**config.mk**
```make
export PLATFORM = sky130hd
export DESIGN_NAME = swm_pick
export DESIGN_NICKNAME = d
export VERILOG_FILES = /design/src/sv/sliding_window_maximum_assert.svh /design/src/sv/swm_pkg.sv /design/src/sv/swm_pick.sv
export SDC_FILE = /design/constraint.sdc
export NUM_CORES = 1
export LEC_CHECK = 0
export BUFFER_PORTS_ARGS = -buffer_cell sky130_fd_sc_hd__buf_4
export CAP_MARGIN = 10
export CORE_ASPECT_RATIO = 1.25
export CORE_MARGIN = 2
export CORE_UTILIZATION = 44
export CTS_CLUSTER_SIZE = 20
export DETAILED_ROUTE_END_ITERATION = 16
export GPL_TIMING_DRIVEN = 0
export PLACE_DENSITY = 0.93
export SKIP_CTS_REPAIR_TIMING = 1
export SLEW_MARGIN = 20
export SYNTH_ARGS = -nofsm -noshare
export SYNTH_HDL_FRONTEND = slang
export SYNTH_SLANG_ARGS = --single-unit
```
**constraint.sdc**
```tcl
create_clock -name i_clk -period 2.2 [get_ports i_clk]
set_input_delay 0 -clock i_clk [delete_from_list [all_inputs] [get_ports i_clk]]
set_output_delay 0 -clock i_clk [all_outputs]
set_load 0.005 [all_outputs]
```
**src/sv/sliding_window_maximum_assert.svh**
```systemverilog
// Assertion macros for the sliding window maximum RTL.
// SWM_ASSERT checks a condition at every rising clock edge outside reset.
// SWM_ASSERT_IMP checks an implication at every rising clock edge outside reset.
`ifndef SLIDING_WINDOW_MAXIMUM_ASSERT_SVH
`define SLIDING_WINDOW_MAXIMUM_ASSERT_SVH

`ifndef SYNTHESIS

`define SWM_ASSERT(label, cond) \
    label: assert property (@(posedge i_clk) disable iff (!i_rst_n) (cond)) \
        else $error("sliding window maximum: check failed");

`define SWM_ASSERT_IMP(label, ante, cons) \
    label: assert property (@(posedge i_clk) disable iff (!i_rst_n) (ante) |-> (cons)) \
        else $error("sliding window maximum: check failed");

`else

`define SWM_ASSERT(label, cond)

`define SWM_ASSERT_IMP(label, ante, cons)

`endif

`endif

```
**src/sv/swm_pkg.sv**
```systemverilog
`timescale 1ns / 1ps

package swm_pkg;

    localparam int MAX_WINDOW  = 64;
    localparam int SAMPLE_BITS = 32;
    localparam int CFG_BITS    = 7;
    localparam int WIN_BITS    = $clog2(MAX_WINDOW + 1);

    // 4-ary select tree over the cells
    localparam int TREE_RAW    = ($clog2(MAX_WINDOW) + 1) / 2;
    localparam int TREE_LEVELS = (TREE_RAW < 1) ? 1 : TREE_RAW;
    localparam int LEAVES      = 1 << (2 * TREE_LEVELS);
    localparam int INTERNAL    = (LEAVES - 1) / 3;

    typedef logic signed [SAMPLE_BITS-1:0] t_sample;

    typedef struct packed {
        logic    vld;
        t_sample value;
    } t_cand;

    typedef struct packed {
        logic    shift;
        logic    clear;
        t_sample sample;
    } t_cell_ctl;

endpackage

```
**src/sv/swm_pick.sv**
```systemverilog
`timescale 1ns / 1ps

module swm_pick (
    input  logic           i_clk,
    input  logic           i_en,
    input  swm_pkg::t_cand i_kids [4],
    output swm_pkg::t_cand o_node
);
    import swm_pkg::*;

    t_cand r_node;
    t_cand n_node;

    // the oldest valid candidate is the front of the deque: take the highest valid child
    always_comb begin
        if (i_kids[3].vld) begin
            n_node = i_kids[3];
        end else if (i_kids[2].vld) begin
            n_node = i_kids[2];
        end else if (i_kids[1].vld) begin
            n_node = i_kids[1];
        end else begin
            n_node = i_kids[0];
        end
    end

    always_ff @(posedge i_clk) begin
        if (i_en) begin
            r_node <= n_node;
        end
    end

    assign o_node = r_node;

endmodule

```
Word level (Yosys, flattened, before mapping)
Cells that the tools add are included.

word-level totals
  logic and storage cells = 6
  bits in writable memories = 0
  memories kept = 0
  ROM bits = 0
  output and inout bits = 33
  register bits after elaboration = 33
  bits in latches = 0
  input bits = 134

cells by class
  equality and inequality tests = 0
  muxes and demuxes = 3
  reductions and logical operators = 1
  divide/modulo/power cells = 0
  $mul = 0
  bitwise logic cells = 0
  shift-type cells = 0
  order comparisons = 0
  add/subtract/negate cells = 0

operators with widths
  operator            number
  32-bit two-way mux  3
  3-bit OR reduction  1

Logic depth before layout (Yosys ltp)
  depth in word-level cells = 3
  mapped depth = 4

Worst setup path after synthesis
Ideal clock, no wire load.

  path kind = in2reg
  start point = in i_kids[32] (netlist bit)
  end point = reg r_node (netlist bit o_node[32]), data pin
  stages on the path = 2
  arrival = 0.610 ns
  slack = 1.318 ns
  setup time = 0.272 ns
  path through = buf_6 or4_4

between the ends
  cells in the longest elaborated chain, start to end = 1

ends and longest elaborated chain
  element                       line            source
  from (decl)                   swm_pick.sv:6   input swm_pkg::t_cand i_kids [4],
  3-bit OR reduction (no line)  --
  to (signal assigned)          swm_pick.sv:29  r_node <= n_node;
  to (decl)                     swm_pick.sv:11  t_cand r_node;

Every way passes these cells.
A chain may end at the register's enable or synchronous reset.

Worst setup path in the final report
  start point = in i_kids[131] (netlist bit)
  end point = reg r_node (netlist bit o_node[32]), data pin

No word-level cell between the ends.

==> summary.txt <==
Timing
  – Setup violators final: 0
  – Final Max Slew Viols: 0
  – RSZ-0062 raised after global routing: false
  – Max-slew headroom: 0.702
  – Worst Tran Pin Value: around 0.45 ns
  – F_max: 952 MHz
  – Setup TNS: 0 ns
  – Final worst path period need: 1.05 ns
  – Final worst-path cycle share: 0.477
  – Fin. Hold Viols: 0

Synth
  – Synth Area per Inst: roughly 13 um^2
  – Syn Std Cell Area: 2280 um^2
  – Top_reg_cell synth: edfxtp_1
  – Mapped Nets: 314
  – Mapped Cells: 180
  – Synth area leaders: edfxtp_1, a211oi_2, mux2i_1
  – Yosys reg bits: 33
  – Synth warn: 0
  – Fraction of the yosys area taken by sequential cells: 0.435
  – Area fraction of the dominant cell type after synthesis: 0.435
  – Top cell type by total area after synthesis: edfxtp_1
  – Count leader, synth: edfxtp_1
  – Most frequent cells after synthesis: edfxtp_1, mux2i_1, nor3b_1
  – Synth cell types: 15
  – Async S/R FF share, synth: 0
  – Post-synth EDFFs: 33

Global route
  – Number of global-route vias before repair: 2295
  – M1 GR Usage: 0.271
  – Initial antenna violation count: 0
  – Gr ovfl total: 0
  – Largest net degree at the start of global routing: 34
  – GRT busiest layer: met2
  – Global-route wire length before repair: around 11000 um
  – Met3 Resource Use GR: 0.0603
  – Gr usage total: 0.250
  – Met2 Use GR: 0.455

Clock tree
  – CTS tree: yes
  – Clk root buf: clkbuf_8
  – TritonCTS Buffers: 5
  – H-tree Lvls: 2
  – Clock buffer depth: 2
  – Clk slew on worst S/H paths: 0.07 ns
  – Clock net sink count: 33

Placed design
  – Routability Congestion: 0.801
  – Buffers on Ports: 165
  – Placed insts: roughly 400
  – Post-DP HPWL: roughly 5600 um

Pwr
  – Pleak: 0.00162 uW
  – P per Cell Area: roughly 510 nW/um^2
  – Maximum vdd drop: approximately 0.38 mV

Floorplan
  – Die Height: 84.5 um
  – Core footprint: approximately 5000 um^2
  – IO Pins: about 170
  – Die area: 5770 um^2
  – Initial core utilization: 0.452
  – Die boundary width: 68.4 um
  – # rows: 29

Setup path
  – Worst Path Max Fanout: 1
  – Worst path cell trace: dlygate4sd3_1 -> buf_4 -> or4_4
  – Worst setup EP type: flip-flop
  – Setup crit end: o_node[32]
  – Critical Path Max Stage Delay: 0.54 ns
  – CP Launch Point: i_kids[131]
  – Crit-path slowest cell: dlygate4sd3_1
  – Startpoint Class: input pin
  – Worst Path Arrival: 1.07 ns
  – Setup CP Type: input pin to flip-flop
  – Required time worst endpoint: about 2.2 ns

Cells and area
  – N_diodes: 0
  – Nets: 487
  – Area grow syn2layout: 62.9%
  – Register Area: 991 um^2
  – Area occupied by multi-input gates: ~1200 um^2
  – # fillers: 373
  – Fin cells: 416
  – Number of flip-flops under the largest register name: 33
  – Layout cell share with drive strength beyond 1: 0.599

Route
  – Pre-antenna DRT Iters: 5
  – DRT antenna net count: 0
  – Via Count: about 2100
  – DRC errors left: 0
  – Initial DRC count: 78
  – Wire length per cell: 17.0 um
  – Total Wirelength: between 7000 and 8000 um
  – Vias per cell: around 5.2

Min path
  – Hold Path Class: input pin to flip-flop

Outcome
  – Status: complete, no violations

Job
  – Max-cap violation count: 0
through the flow:
step	cell area, um^2	setup slack (ns)	hold WS (ns)	power, uW	utilization
floorplan	2280	1.32	0.112	1000	-
global placement	3590	1.12	0.273	1310	0.713
detailed placement	3590	1.03	0.274	1330	0.713
CTS	3700	1.31	-0.0173	1890	0.734
global route	3710	1.17	0.0510	1970	0.736
finish	3710	1.15	0.0657	1880	0.736
layout by cell type (no fill, tap or decap), drive strengths merged:
cell	count
edfxtp	33
clkinv	1
nor3b	32
inv	1
or4	1
nor2	1
dlygate4sd3	1
a211oi	31
bufinv	1
clkbuf	12
mux2i	32
nor2b	31
buf	176
a221oi	1
layer usage:
metal,up-vias,part of all wire
li1,1035,-
met1,991,0.36
met2,107,0.54
met3,12,0.074
met4,0,0.021
met5,-,0
report_power, final:
| part | total [uW] | switching [uW] | internal [uW] |
|---|---|---|---|
| Sequential | 784 | 16.9 | 768 |
| Clock | 561 | 226 | 335 |
| Combinational | 532 | 201 | 331 |
| Total | 1880 | 444 | 1430 |
cell type report:
type,count,share of cell area
timing repair buffer,166,0.336
multi-input combinational,129,0.312
sequential,33,0.267
buffer,17,0.0344
tap,62,0.0209
clock buffer,6,0.0196
clock inverter,2,0.00910
inverter,1,0.00101
critical path: cells and delay by family:
kind                   cells  cell delay [ns]
buffers and inverters      2             0.67
and+or+nand+nor            1             0.39
cells by family after synthesis:
group                  synth area share
and+or+nand+nor                   0.197
DFF                               0.435
AOI/OAI and AO/OA                 0.170
muxes                             0.141
buffers and inverters            0.0577
how the worst min path moves through the flow:
stage / start / end / depth (start not counted)
finish: i_kids[65] / o_node[32] / 2
global route: i_kids[65] / o_node[32] / 2
global placement: i_kids[131] / o_node[32] / 2
floorplan: i_en / o_node[0] / 0
CTS: i_kids[131] / o_node[32] / 2
detailed placement: i_kids[131] / o_node[32] / 2
Note: power is estimated with default switching activity, not from simulation.
