$ cat config.mk
export PLATFORM = sky130hd
export DESIGN_NAME = swm_cell
export DESIGN_NICKNAME = d
export VERILOG_FILES = /design/src/sv/sliding_window_maximum_assert.svh /design/src/sv/swm_pkg.sv /design/src/sv/swm_cell.sv
export SDC_FILE = /design/constraint.sdc
export NUM_CORES = 1
export LEC_CHECK = 0
export ABC_AREA = 0
export BUFFER_PORTS_ARGS = -buffer_cell sky130_fd_sc_hd__buf_2
export CAP_MARGIN = 5
export CELL_PAD_IN_SITES_DETAIL_PLACEMENT = 1
export CELL_PAD_IN_SITES_GLOBAL_PLACEMENT = 1
export CORE_ASPECT_RATIO = 1.4
export CORE_UTILIZATION = 33
export CTS_CLUSTER_DIAMETER = 120
export DETAILED_ROUTE_END_ITERATION = 8
export PLACE_DENSITY_LB_ADDON = 0.1
export SYNTH_ARGS = -nofsm -noshare
export SYNTH_HDL_FRONTEND = slang
export SYNTH_SLANG_ARGS = --single-unit
$ cat constraint.sdc
create_clock -name i_clk -period 2.9 [get_ports i_clk]
set_clock_uncertainty 0.2 [all_clocks]
set_input_delay 0.58 -clock i_clk [delete_from_list [all_inputs] [get_ports i_clk]]
set_output_delay 0.58 -clock i_clk [all_outputs]
set_load 0.05 [all_outputs]
$ cat src/sv/sliding_window_maximum_assert.svh
// Assertion macros for the sliding window maximum RTL.
// SWM_ASSERT checks a condition at every rising clock edge outside reset.
// SWM_ASSERT_IMP checks an implication at every rising clock edge outside reset.
`ifndef SLIDING_WINDOW_MAXIMUM_ASSERT_SVH
`define SLIDING_WINDOW_MAXIMUM_ASSERT_SVH

`ifndef SYNTHESIS

`define SWM_ASSERT(label, cond) \
    label: assert property (@(posedge i_clk) disable iff (!i_rst_n) (cond)) \
        else $error("sliding window maximum: check failed");

`define SWM_ASSERT_IMP(label, ante, cons) \
    label: assert property (@(posedge i_clk) disable iff (!i_rst_n) (ante) |-> (cons)) \
        else $error("sliding window maximum: check failed");

`else

`define SWM_ASSERT(label, cond)

`define SWM_ASSERT_IMP(label, ante, cons)

`endif

`endif

$ cat src/sv/swm_pkg.sv
`timescale 1ns / 1ps

package swm_pkg;

    localparam int MAX_WINDOW  = 64;
    localparam int SAMPLE_BITS = 32;
    localparam int CFG_BITS    = 7;
    localparam int WIN_BITS    = $clog2(MAX_WINDOW + 1);

    // 4-ary select tree over the cells
    localparam int TREE_RAW    = ($clog2(MAX_WINDOW) + 1) / 2;
    localparam int TREE_LEVELS = (TREE_RAW < 1) ? 1 : TREE_RAW;
    localparam int LEAVES      = 1 << (2 * TREE_LEVELS);
    localparam int INTERNAL    = (LEAVES - 1) / 3;

    typedef logic signed [SAMPLE_BITS-1:0] t_sample;

    typedef struct packed {
        logic    vld;
        t_sample value;
    } t_cand;

    typedef struct packed {
        logic    shift;
        logic    clear;
        t_sample sample;
    } t_cell_ctl;

endpackage

$ cat src/sv/swm_cell.sv
`timescale 1ns / 1ps

module swm_cell (
    input  logic               i_clk,
    input  logic               i_rst_n,
    input  swm_pkg::t_cell_ctl i_ctl,
    input  logic               i_fresh,
    input  logic               i_live,
    input  swm_pkg::t_cand     i_prev,
    output swm_pkg::t_cand     o_cand
);
    import swm_pkg::*;

    logic    r_vld;
    t_sample r_value;
    logic    n_vld;

    // keep the neighbor's candidate if it is still inside the window and beats the new sample
    always_comb begin
        n_vld = i_prev.vld && (i_fresh || (!i_ctl.clear && i_live &&
                (i_prev.value > i_ctl.sample)));
    end

    always_ff @(posedge i_clk) begin
        if (!i_rst_n) begin
            r_vld <= 1'b0;
        end else if (i_ctl.shift) begin
            r_vld <= n_vld;
        end
    end

    always_ff @(posedge i_clk) begin
        if (i_ctl.shift) begin
            r_value <= i_prev.value;
        end
    end

    assign o_cand = '{vld: r_vld, value: r_value};

endmodule

# --- After elaboration in Yosys (flattened, before gate mapping) ---
# Cells that the tools add are included.
totals:
  regBits: 33
  elab_cells: 8
  input_bits: 71
classes:
  n_reduce_logical: 5
  n_lt_le_gt_ge: 1
ops:
  columns: ["operator", "n"]
  rows:
  - ["$gt 32x32->1", 1]
  - ["$logic_and 1x1->1", 3]
  - ["$logic_not 1->1", 1]
  - ["$logic_or 1x1->1", 1]

# --- Logic depth before layout (Yosys ltp) ---
# Gate-level depths: netlist of run 1.
logic_depth:
  depth_word: 5
  ltp_mapped: 8

# --- Worst setup path before layout of run 1 ---
# OpenSTA, ideal clock, no wires.
synth_path:
  path_kind: "in2reg"
  startpoint: "input port i_ctl[14] (netlist name)"
  endpoint: "register r_vld"
  cell_stages: 8
  t_arrival_ns: 1.979
  path_slack_ns: 0.601
  t_required_ns: 2.581
  cell_sequence: "inv_1 -> ha_1 -> and4_4 -> a21oi_2 -> o211ai_1 -> o41ai_1 -> and4bb_1 -> o31ai_2"
synth_via:
  elab_chain_len: 4
synth_lines:
  columns: ["element", "line_no", "rtl"]
  rows:
  - ["start: declaration", "swm_cell.sv:6", "input swm_pkg::t_cell_ctl i_ctl,"]
  - ["$gt 32x32->1", "swm_cell.sv:21", "(i_prev.value > i_ctl.sample)));"]
  - ["$logic_and 1x1->1", "swm_cell.sv:20", "n_vld = i_prev.vld && (i_fresh || (!i_ctl.clear && i_live &&"]
  - ["$logic_or 1x1->1", "swm_cell.sv:20", null]
  - ["$logic_and 1x1->1", "swm_cell.sv:20", null]
  - ["end signal: assignment", "swm_cell.sv:28", "r_vld <= n_vld;"]
  - ["end: declaration", "swm_cell.sv:14", "logic r_vld;"]
# Every way passes these cells.
# A chain may end at the register's enable or synchronous reset.

# --- Worst setup path in the final report of run 1 ---
layout_path:
  startpoint: "input port i_ctl[7] (netlist name)"
  endpoint: "register r_vld"
# Same word-level chain as after synthesis.

==> impl_results.md, run 1 <==
* Share of the yosys chip area belonging to registers at 52.5%
* CTS tree: built
* Final GP Congestion at 0.700
* Max FO, Critical Path at 3
* Crit path kind: in2reg
* Die Footprint at 5970 µm²
* Total grt overflow at 0
* Met2 routed WL at 2.66 mm
* Clk root buf: clkbuf_8
* Die X at 65.6 µm
* CTS buffer count at 5
* Crit-path cells: buf_2 -> inv_1 -> ha_1 -> and4_1 -> nand4_1 -> a21oi_1 -> o41ai_1 -> and4bb_1 -> o31ai_2
* Initial antenna violation count at 0
* Pre-CTS setup slack at 0.359 ns
* Syn Inst Count at 159
* Critical path required time at 2.87 ns
* Final setup TNS at 0 ns
* Startpoint Class: primary input
* Crit path time final at 2.22 ns
* Yosys top cell area share at 51.4%
* Post-synth EDFFs at 32
* Max-slew violation count at 0
* Worst hold-check path type: in2reg
* Share of cells above drive strength 1 at 43.3%
* Register area at 981 µm²
* Post-CTS Setup Inserts at 0
* PD cells at 501 nW/µm²
* Die height at 91.0 µm
* Max-slew headroom at 70.6%
* Dominant cell by count in the synthesized netlist: inv_1
* Top_reg_cell synth: edfxtp_1
* Skew-Pair Late Insertion Delay at 0.28 ns
* Fin. Hold Viols at 0
* LEAKAGE at 1.32 nW
* Post-Layout Cell Count at 338
* Max H-tree Level at 2
* Vias per std cell at 4.71
* Fill cell count at 646
* WL final at 4.52 mm
* Multi-input logic area at 752 µm²
* Clock Sinks at 33
* DR DRC count at 0
* Slew @ Worst Pin at 0.441 ns
* Setup violators final at 0
* Total power draw at 1.29 mW
* Reg clk slew, reported paths at 0.07 ns
* Max layer used: met4
* Clock tree buffer depth at 2
* Avg WL per Cell at 13.4 µm
* Period utilization at 76.5%
* Slowest CP cell: o41ai_1
* Largest net degree at the start of global routing at 20
* Finished Core Util at 46.9%
* Setup ws final at 0.680 ns
* Worst VDD drop at 0.230 mV
* Status: finished clean
* RSZ-0062 raised after global routing: no
* Worst stage delay on the critical path at 0.41 ns
* Dominant cell type by area after synthesis: edfxtp_1
* Max cap viols at 0
* Critical path data arrival time at 2.19 ns
* Rows at 32
* Syn-to-layout area delta at 37.6%
* Core area at 5490 µm²
* Routed Antenna Nets at 0
* CP endpoint kind: flip-flop
* First-pass GRT wire length at 7.20 mm
* Wl on met1 at 1.52 mm
* Synth cell types at 25
* I/O pins at 104
* Async SR Flop Fraction at 0%
* Placed insts at 330
* DRT iter0 DRCs at 22
* Vias in the first global route at 1730
* Max Fclk at 451 MHz
* Mean post-synth cell area at 11.7 µm²
* Detailed placement HPWL at 3.89 mm
* Vias at 1591
* # resized after CTS at 0
* Diodes inserted at 0
* Register bit count reported by yosys at 33
* DR WL met3 at 291 µm
* Synth area leaders: edfxtp_1 (51%), ha_1 (21%), inv_1 (6.8%), a21oi_1 (4.3%), nand2_1 (2.4%)
* Total track usage at 15.9%
* Initial Utilization at 34.1%
* Final #Nets at 372
* Cell Area, Synth at 1870 µm²
* Syn Nets at 262
* CTS Hold Bufs at 0
* First-pass DRT Iterations at 4
* PortBufs at 103
* Synth warnings at 0
* Reg-to-reg setup timing slack at 1.95 ns
* Post-synth top cells: inv_1 (34), edfxtp_1 (32), ha_1 (32)
## kinds of logic (layout without fill, tap and decap cells)
kind of cell	after synthesis	in the layout	synth area share [%]
DFF	33	33	52.5
and+or+nand+nor	30	30	9.85
adders and majority gates	32	32	21.4
AOI/OAI and AO/OA	29	29	8.98
buffers and inverters	35	146	7.23
## where the power goes
part / switching [mW] / internal [mW]
sequential: 0.00820 / 0.564
clock: 0.168 / 0.215
combinational: 0.229 / 0.105
## stage by stage
| stage | area (µm²) | hold slack, ns |
|---|---|---|
| 2_1_floorplan | 1870 | 0.365 |
| 3_3_place_gp | 2470 | 0.408 |
| 3_5_place_dp | 2470 | 0.424 |
| 4_1_cts | 2570 | 0.282 |
| 5_1_grt | 2570 | 0.280 |
| 6_report | 2570 | 0.289 |
## metal layers
metal  GRT usage [%]  up-vias
li1                -      792
met1            14.9      738
met2            31.8       57
met3            4.02        4
met4            4.89        0
met5               0        -
## worst max-delay path, delay by kind of cell
kind / cells / cell delay, ns
and+or+nand+nor: 3 / 0.64
AOI/OAI and AO/OA: 3 / 0.55
buffers and inverters: 2 / 0.11
adders and majority gates: 1 / 0.31
## registers in the layout, indices dropped and copies added, names as in the netlist
signal / cells
r_value: 32
r_vld: 1
## layout make-up
cell class / count / share of cell area, %
Multi-Input combinational cell: 91 / 29.3
Tap cell: 68 / 3.31
Clock inverter: 1 / 0.195
Clock buffer: 7 / 3.75
Inverter: 34 / 4.97
Timing Repair Buffer: 104 / 20.4
Sequential cell: 33 / 38.2
## placed cells by master (no fill, tap or decap)
| cell type | count |
|---|---|
| a211oi_1 | 1 |
| a21oi_1 | 16 |
| a21oi_2 | 1 |
| and3_1 | 1 |
| and3b_1 | 1 |
| and4_1 | 2 |
| and4_4 | 1 |
| and4bb_1 | 1 |
| buf_2 | 103 |
| buf_4 | 1 |
| clkbuf_8 | 7 |
| clkinv_2 | 1 |
| dfxtp_1 | 1 |
| edfxtp_1 | 32 |
| ha_1 | 32 |
| inv_1 | 34 |
| nand2_1 | 12 |
| nand3_1 | 2 |
| nand4_1 | 4 |
| nand4_2 | 1 |
| nor2b_1 | 2 |
| nor3_1 | 2 |
| nor4_2 | 1 |
| o211ai_1 | 2 |
| o21ai_0 | 4 |
| o21ai_1 | 3 |
| o31ai_2 | 1 |
| o41ai_1 | 1 |
## path summary, 6_finish.rpt
check                     start                    end  cells after the start
min                  i_prev[18]  r_value[18]$_DFFE_PP_                      1
max                    i_ctl[7]     r_vld$_SDFFE_PN0P_                      9
min reg2reg  r_vld$_SDFFE_PN0P_     r_vld$_SDFFE_PN0P_                      4
max reg2reg  r_vld$_SDFFE_PN0P_     r_vld$_SDFFE_PN0P_                      4
(Power assumes the default switching activity.)
==> run 2, diff against run 1 <==
- clock period: 2.9 -> 2.3 ns (I/O delays scaled with it)
==> impl_results.md, run 2 (same netlist as run 1, synthesis figures left out) <==
* First-pass GRT wire length at 7.31 mm (+1.5%)
* Core area at 5490 µm² (unchanged)
* Die X at 65.6 µm (unchanged)
* FF-to-FF End: r_vld$_SDFFE_PN0P_
* Fin. Hold Viols at 0 (unchanged)
* Multi-input logic area at 752 µm² (unchanged)
* Register area at 981 µm² (unchanged)
* Final GP Congestion at 0.708 (+1.2%)
* Total grt overflow at 0 (unchanged)
* Vias per std cell at 4.65 (-1.1%)
* Most frequent cells in the layout: buf_2 (103), inv_1 (34), ha_1 (32), edfxtp_1 (32), a21oi_1 (16)
* Reg clk slew, reported paths at 0.07 ns (about the same)
* Period utilization at 90.6%
* Setup ws final at 0.217 ns (-0.463 ns)
* First-pass DRT Iterations at 4 (unchanged)
* Diodes inserted at 0 (unchanged)
* Syn-to-layout area delta at 38.2%
* Initial antenna violation count at 0 (unchanged)
* Finished Core Util at 47.1% (+0.21 points)
* DRT iter0 DRCs at 42 (+91%)
* Most flops, register: r_value
* Hold path depth at 1 (unchanged)
* Placed insts at 333 (+0.91%)
* Detailed placement HPWL at 3.89 mm (about the same)
* Max cap viols at 0 (unchanged)
* Status: finished clean
* Max-slew headroom at 77.6% (+7.0 points)
* Vias in the first global route at 1681 (-2.8%)
* Largest net degree at the start of global routing at 20 (unchanged)
* WL final at 4.55 mm (+0.75%)
* CTS buffer count at 5 (unchanged)
* Switching share of power at 31.6% (+0.25 points)
* Cell area after layout at 2580 µm² (+0.44%)
* Reg-to-reg startpoint: r_vld$_SDFFE_PN0P_
* Fill cell count at 638 (-1.2%)
* Initial Utilization at 34.1% (unchanged)
* R2R depth at 4 (unchanged)
* Sw power at 506 µW (+25%)
* # resized after CTS at 0 (unchanged)
* Crit path launch: i_ctl[14]
* Max FO, Critical Path at 3 (unchanged)
* Total power draw at 1.60 mW (+24%)
* Clk root buf: clkbuf_8
* Crit path time final at 2.08 ns
* Pre-CTS setup slack at -0.0963 ns (-0.456 ns)
* Vias at 1587 (-0.25%)
* Die Footprint at 5970 µm² (unchanged)
* Share of cells above drive strength 1 at 43.2% (-0.11 points)
* Max H-tree Level at 2 (unchanged)
* Final #Nets at 375 (+0.81%)
* Placed Area at 2490 µm² (+0.91%)
* Worst VDD drop at 0.344 mV (+50%)
* Worst hold-check path type: in2reg
* CP endpoint kind: flip-flop
* Post-CTS Setup Inserts at 0 (unchanged)
* DR DRC count at 0 (unchanged)
* Total track usage at 16.3% (+0.39 points)
* Avg WL per Cell at 13.3 µm (-0.13%)
* CTS Hold Bufs at 0 (unchanged)
* Critical path required time at 2.27 ns (-0.60 ns)
* Setup violators final at 0 (unchanged)
* Critical path destination: r_vld$_SDFFE_PN0P_
* CTS tree: built
* Skew-Pair Late Insertion Delay at 0.27 ns (about the same)
* I/O pins at 104 (unchanged)
* Clk pwr share at 28.1% (-1.6 points)
* Sequential power share at 45.1% (+0.7 points)
* Crit path kind: in2reg
* Rows at 32 (unchanged)
* RSZ-0062 raised after global routing: no
* PD cells at 619 nW/µm² (+24%)
* Max Fclk at 480 MHz
* Clock Sinks at 33 (unchanged)
* Number of flip-flops under the largest register name at 32 (unchanged)
* Comb pwr share at 26.8% (+0.9 points)
* Most common cell after layout, fill and taps aside: buf_2
* PortBufs at 103 (unchanged)
* Routed Antenna Nets at 0 (unchanged)
* Internal at 1.09 mW (+24%)
* Startpoint Class: primary input
* Reg-to-reg setup timing slack at 1.35 ns (-0.60 ns)
* Clock tree buffer depth at 2 (unchanged)
* Critical path data arrival time at 2.05 ns (-0.14 ns)
* Max-slew violation count at 0 (unchanged)
* Slew @ Worst Pin at 0.332 ns (-0.109 ns)
* Largest registers: r_value: 32 flops, r_vld: 1 flops
* Die height at 91.0 µm (unchanged)
* LEAKAGE at 1.33 nW (+0.43%)
* Post-Layout Cell Count at 341 (+0.89%)
run 2: cell count changes in the layout (fill, tap and decap cells not counted), sizes merged:
| cell | delta |
|---|---|
| buf | +3 |
| clkbuf | +1 |
| clkinv | -1 |
run 2: layout make-up:
cell class	count	share of cell area, %
repair buffers	107	21.1
inverters	34	4.94
flip-flops and latches	33	38.0
multi-input cells	91	29.1
well taps	68	3.30
clock buffers	8	3.49
run 2: worst max-delay path, stage by stage:
cell and delay [ns]:
buf_2 0.07, inv_1 0.03, ha_1 0.30, and4_4 0.21
a21oi_2 0.13, o211ai_1 0.11, o41ai_1 0.42, and4bb_1 0.26
o31ai_2 0.07
run 2: power by group through the flow:
stage	Sequential (mW)	Clock [mW]	Combinational, mW
floorplan	0.899	0	0.111
global placement	0.733	0	0.426
detailed placement	0.735	0	0.433
CTS	0.722	0.468	0.436
global route	0.726	0.488	0.469
finish	0.721	0.450	0.428
run 2: through the flow:
stage,hold slack (ns),TNS [ns]
6_report,0.168,0
5_1_grt,0.155,0
4_1_cts,0.158,0
3_5_place_dp,0.416,-0.0963
3_3_place_gp,0.408,-0.0792
2_1_floorplan,0.359,0
run 2: worst min-delay path by stage:
stage	from	endpoint	slack (ns)
after floorplan	i_prev[0]	r_value[0]$_DFFE_PP_	0.36
after global placement	r_vld$_SDFFE_PN0P_	r_vld$_SDFFE_PN0P_	0.41
after detailed placement	r_vld$_SDFFE_PN0P_	r_vld$_SDFFE_PN0P_	0.42
after CTS	i_prev[14]	r_value[14]$_DFFE_PP_	0.16
after global routing	i_prev[14]	r_value[14]$_DFFE_PP_	0.15
final	i_prev[14]	r_value[14]$_DFFE_PP_	0.17
run 2: routing by layer:
| metal | track usage, % | part of all wire [%] |
|---|---|---|
| met5 | 0 | 0 |
| met4 | 4.89 | 1.5 |
| met3 | 4.65 | 6.3 |
| met2 | 31.9 | 57 |
| met1 | 15.6 | 35 |
